<file path="config.mk">
export PLATFORM = sky130hd
export DESIGN_NAME = rmst_ctrl
export DESIGN_NICKNAME = d
export VERILOG_FILES = /design/src/sv/rmst_pkg.sv /design/src/sv/rmst_ctrl.sv
export SDC_FILE = /design/constraint.sdc
export NUM_CORES = 1
export LEC_CHECK = 0
export BUFFER_PORTS_ARGS = -buffer_cell sky130_fd_sc_hd__clkbuf_2
export CAP_MARGIN = 15
export CORE_AREA = 3 3 40 42
export DETAILED_ROUTE_END_ITERATION = 16
export DIE_AREA = 0 0 43 45
export SLEW_MARGIN = 5
export SYNTH_ARGS = -nofsm -noshare
export SYNTH_HDL_FRONTEND = slang
export SYNTH_SLANG_ARGS = --single-unit
export TNS_END_PERCENT = 20
</file>
<file path="constraint.sdc">
create_clock -name i_clk -period 3.2 [get_ports i_clk]
set_input_delay 0.64 -clock i_clk [delete_from_list [all_inputs] [get_ports i_clk]]
set_output_delay 0.64 -clock i_clk [all_outputs]
set_load 0.05 [all_outputs]
</file>
<file path="src/sv/rmst_pkg.sv">
package rmst_pkg;

    // Table geometry.
    localparam int MAX_ELEMENTS = 1024;
    localparam int LEVELS       = 11;
    localparam int DATA_W       = 32;
    localparam int POS_W        = $clog2(MAX_ELEMENTS);
    localparam int CNT_W        = POS_W + 1;
    localparam int SPAN_W       = CNT_W + 1;
    localparam int LVL_W        = $clog2(LEVELS + 1);
    localparam int MEM_DEPTH    = LEVELS << POS_W;
    localparam int ADDR_W       = $clog2(MEM_DEPTH);

    // Request codes.
    localparam int REQ_W = 2;
    localparam logic [REQ_W-1:0] REQ_APPEND = 2'd0;
    localparam logic [REQ_W-1:0] REQ_QUERY  = 2'd1;
    localparam logic [REQ_W-1:0] REQ_CLEAR  = 2'd2;

    typedef struct packed {
        logic app_start;
        logic app_step;
        logic q_start;
        logic q_read_a;
        logic q_read_b;
        logic load_out;
        logic clear;
    } t_cmd;

    typedef struct packed {
        logic full;
        logic q_err;
        logic app_more;
        logic out_free;
    } t_stat;

endpackage

</file>
<file path="src/sv/rmst_ctrl.sv">
module rmst_ctrl (
    input  logic                        i_clk,
    input  logic                        i_rst_n,
    input  logic                        i_in_valid,
    input  logic [rmst_pkg::REQ_W-1:0]  i_req_type,
    input  rmst_pkg::t_stat             i_stat,
    output logic                        o_in_ready,
    output rmst_pkg::t_cmd              o_cmd
);
    import rmst_pkg::*;

    localparam logic [2:0] S_IDLE = 3'd0;
    localparam logic [2:0] S_APP  = 3'd1;
    localparam logic [2:0] S_QA   = 3'd2;
    localparam logic [2:0] S_QB   = 3'd3;
    localparam logic [2:0] S_QOUT = 3'd4;

    logic [2:0] r_state;
    logic [2:0] n_state;

    assign o_in_ready = (r_state == S_IDLE);

    always_comb begin
        n_state = r_state;
        o_cmd   = '0;
        unique case (r_state)
            S_IDLE: begin
                if (i_in_valid) begin
                    unique case (i_req_type)
                        REQ_APPEND: begin
                            // A full table ignores the append.
                            if (!i_stat.full) begin
                                o_cmd.app_start = 1'b1;
                                n_state         = S_APP;
                            end
                        end
                        REQ_QUERY: begin
                            o_cmd.q_start = 1'b1;
                            n_state       = i_stat.q_err ? S_QOUT : S_QA;
                        end
                        REQ_CLEAR: begin
                            o_cmd.clear = 1'b1;
                        end
                        default: begin
                        end
                    endcase
                end
            end
            S_APP: begin
                if (i_stat.app_more) begin
                    o_cmd.app_step = 1'b1;
                end else begin
                    n_state = S_IDLE;
                end
            end
            S_QA: begin
                o_cmd.q_read_a = 1'b1;
                n_state        = S_QB;
            end
            S_QB: begin
                o_cmd.q_read_b = 1'b1;
                n_state        = S_QOUT;
            end
            S_QOUT: begin
                if (i_stat.out_free) begin
                    o_cmd.load_out = 1'b1;
                    n_state        = S_IDLE;
                end
            end
            default: begin
                n_state = S_IDLE;
            end
        endcase
    end

    always_ff @(posedge i_clk) begin
        if (!i_rst_n) begin
            r_state <= S_IDLE;
        end else begin
            r_state <= n_state;
        end
    end

endmodule

</file>
==> reports/results.ini <==
[route]
met1Wirelength_um = 271
highest_layer = met4
dr.pass1.iters = 1
drt_iter0_markers = 0
drc = 0
routed_via_density = 4.43
wl_per_cell_um = 9.79
dr_wl_met3_um = 77
dr_wl_met2_um = 253
postRouteAntennaNets = 0
num_vias = 279
wl_um = 617

[cells_and_area]
top_regs = r_state (3)
fillers = 146
finalNetCount = 58
areaGrowthSynthToFinish_pct = 52.1
regMostFlops = r_state
final_common_cell = clkbuf_2
stdcell_area_um2 = 365
layout_common_cells = clkbuf_2 (16), nor2_1 (3), clkbuf_4 (3), dfxtp_1 (3)
drive_above_1_share_pct = 43.8
largest_reg_flops = 3
diodes = 0

[placement]
gp_congestion = 0.651
placed_cell_area_um2 = 339
io_buffers = 16

[synth]
synthTopCellsByArea = dfxtp_1 (25%), nor3_4 (6.8%), nor4b_2 (6.3%)
synth_fp_nets = 37
synth-warning-count = 0
synth.distinct_cells = 21
avgSynthCellArea_um2 = 8.58
synth_top_area_share_pct = 25.0
netlist_instances = 28
seq_area_frac_synth_pct = 25.0
ys_ff_latch = 3
synth_top_cell_by_area = dfxtp_1
netlist_area_um2 = 240

[setup_path]
cp.required_ns = 2.56
cp-start-kind = flop
crit_path_cell_trace = nor3_4, nand2_1, nor4_1, clkbuf_2
endpoint_kind = primary output
critical_path_buf_inv_count = 1
critPathMaxFanout = 7
path_delay_family = simple AND/OR/NAND/NOR gates
slowest_delay_ns = 0.37
worst_path_max_delay_cell = dfxtp_1
critPathKind = reg -> out
worstPathArrival_ns = 1.53

[run_status]
status = finished, final reports clean

[floorplanning]
die_area_mm2 = 0.00194
start_util_pct = 18.7
boundaryPins = 17
fp.dieW_um = 43
rows = 13
die_height_um = 45
core_mm2 = 0.00128

[sta]
finClkSkew_ns = 0.00194
worst_pin_slew_ns = 0.296
max-slew-margin-rel_pct = 80.2
whs_ns = 0.579
final-hold-violation-count = 0
max_clock_freq_ghz = 0.462
rsz0062_at_grt = false
final_max_slew_viol_count = 0
final-setup-viol-count = 0
finalCriticalPeriod_ns = 2.17
fin_crit_sh_pct = 67.7
setup_tns_ns = 0

[clocking]
htreeDepth = 1
clk_path_buf_depth = 2
cts_tree = built
cts.sinks = 3
cts_inserted_buffers = 3
post_cts_buffers = 0
cts-root-buf = clkbuf_4
clk_latency_ns = 0.23
clkTransAtPathRegs_ns = 0.04
ctsResizeCount = 0
cts_hold_buf = 0

[global_routing]
overflow = 0
grt_pass1_wl_um = 924
grt_use_total_pct = 6.83
grt_max_degree = 9
antenna_found_initial = 0
grt_pass1_vias = 231

[power]
p_per_area_mw_per_mm2 = 428
p_int_mw = 0.102
switchingPower_mw = 0.0544
pwr-share-comb_pct = 29.5
seq_power_share_pct = 27.7
vdd_drop_max_mv = 0.0766
power_frac_clock_pct = 42.8
power.leakage_nw = 0.174
swShare_pct = 34.8

[run]
drv_cap = 0

[hold_path]
min_path_type = reg -> reg

[worst min-delay path: stages (launching register included)]
cell,delay (ns)
dfxtp_1,0.37
nand3_1,0.10
o31ai_1,0.06
[synth_stat cells]
cell type,instances
nand3_1,1
nor3b_1,1
nor4bb_1,1
nand2b_1,1
inv_1,2
and2_1,1
nor2b_1,2
and4bb_1,1
o31ai_1,1
dfxtp_1,3
nand2_1,2
a311oi_1,1
and3b_1,1
nor4b_2,1
nor2_1,3
o31a_1,1
nor3_4,1
nor4b_1,1
nor4_1,1
o211ai_1,1
a31oi_1,1
[path summary, 6_finish.rpt]
check / from / depth (start not counted) / slack, ns / endpoint
max: r_state[0] / 4 / 1.03 / o_cmd[6]
min: r_state[0] / 2 / 0.58 / r_state[0]
max reg2reg: r_state[1] / 3 / 2.08 / r_state[2]
min reg2reg: r_state[0] / 2 / 0.58 / r_state[0]
[power groups by stage]
stage                     Clock (mW)  Sequential [mW]  Combinational, mW
after global routing          0.0735           0.0437             0.0499
after global placement             0           0.0440             0.0462
final                         0.0669           0.0433             0.0461
after floorplan                    0           0.0431             0.0331
after CTS                     0.0715           0.0433             0.0465
after detailed placement           0           0.0439             0.0463
[per-layer routing]
layer | up-vias | track usage [%]
met2 | 15 | 9.28
li1 | 147 | -
met3 | 2 | 1.59
met4 | 0 | 9.04
met5 | - | 0
met1 | 115 | 7.73
[logic make-up after synthesis]
family | Yosys count | share of synthesized area [%]
simple gates | 18 | 55.7
compound gates | 5 | 16.2
flops | 3 | 25.0
buf+inv | 2 | 3.13
[area by class of cell]
| type | instances | area (um2) | area share [%] |
|---|---|---|---|
| Sequential cell | 3 | 60.1 | 16.4 |
| Clock buffer | 4 | 26.3 | 7.19 |
| Inverter | 2 | 7.51 | 2.05 |
| Multi-Input combinational cell | 23 | 173 | 47.3 |
| Timing Repair Buffer | 16 | 80.1 | 21.9 |
| Tap cell | 15 | 18.8 | 5.14 |
[through the flow]
stage               cells  setup WS [ns]  util, %  power (mW)
global route           63          0.925     28.4       0.167
CTS                    63           1.01     28.4       0.161
global placement       59           1.23     26.4      0.0901
detailed placement     59           1.19     26.4      0.0902
finish                 63           1.03     28.4       0.156
floorplan              28         0.0260        -      0.0762
Power figures use the tool's default switching activity.
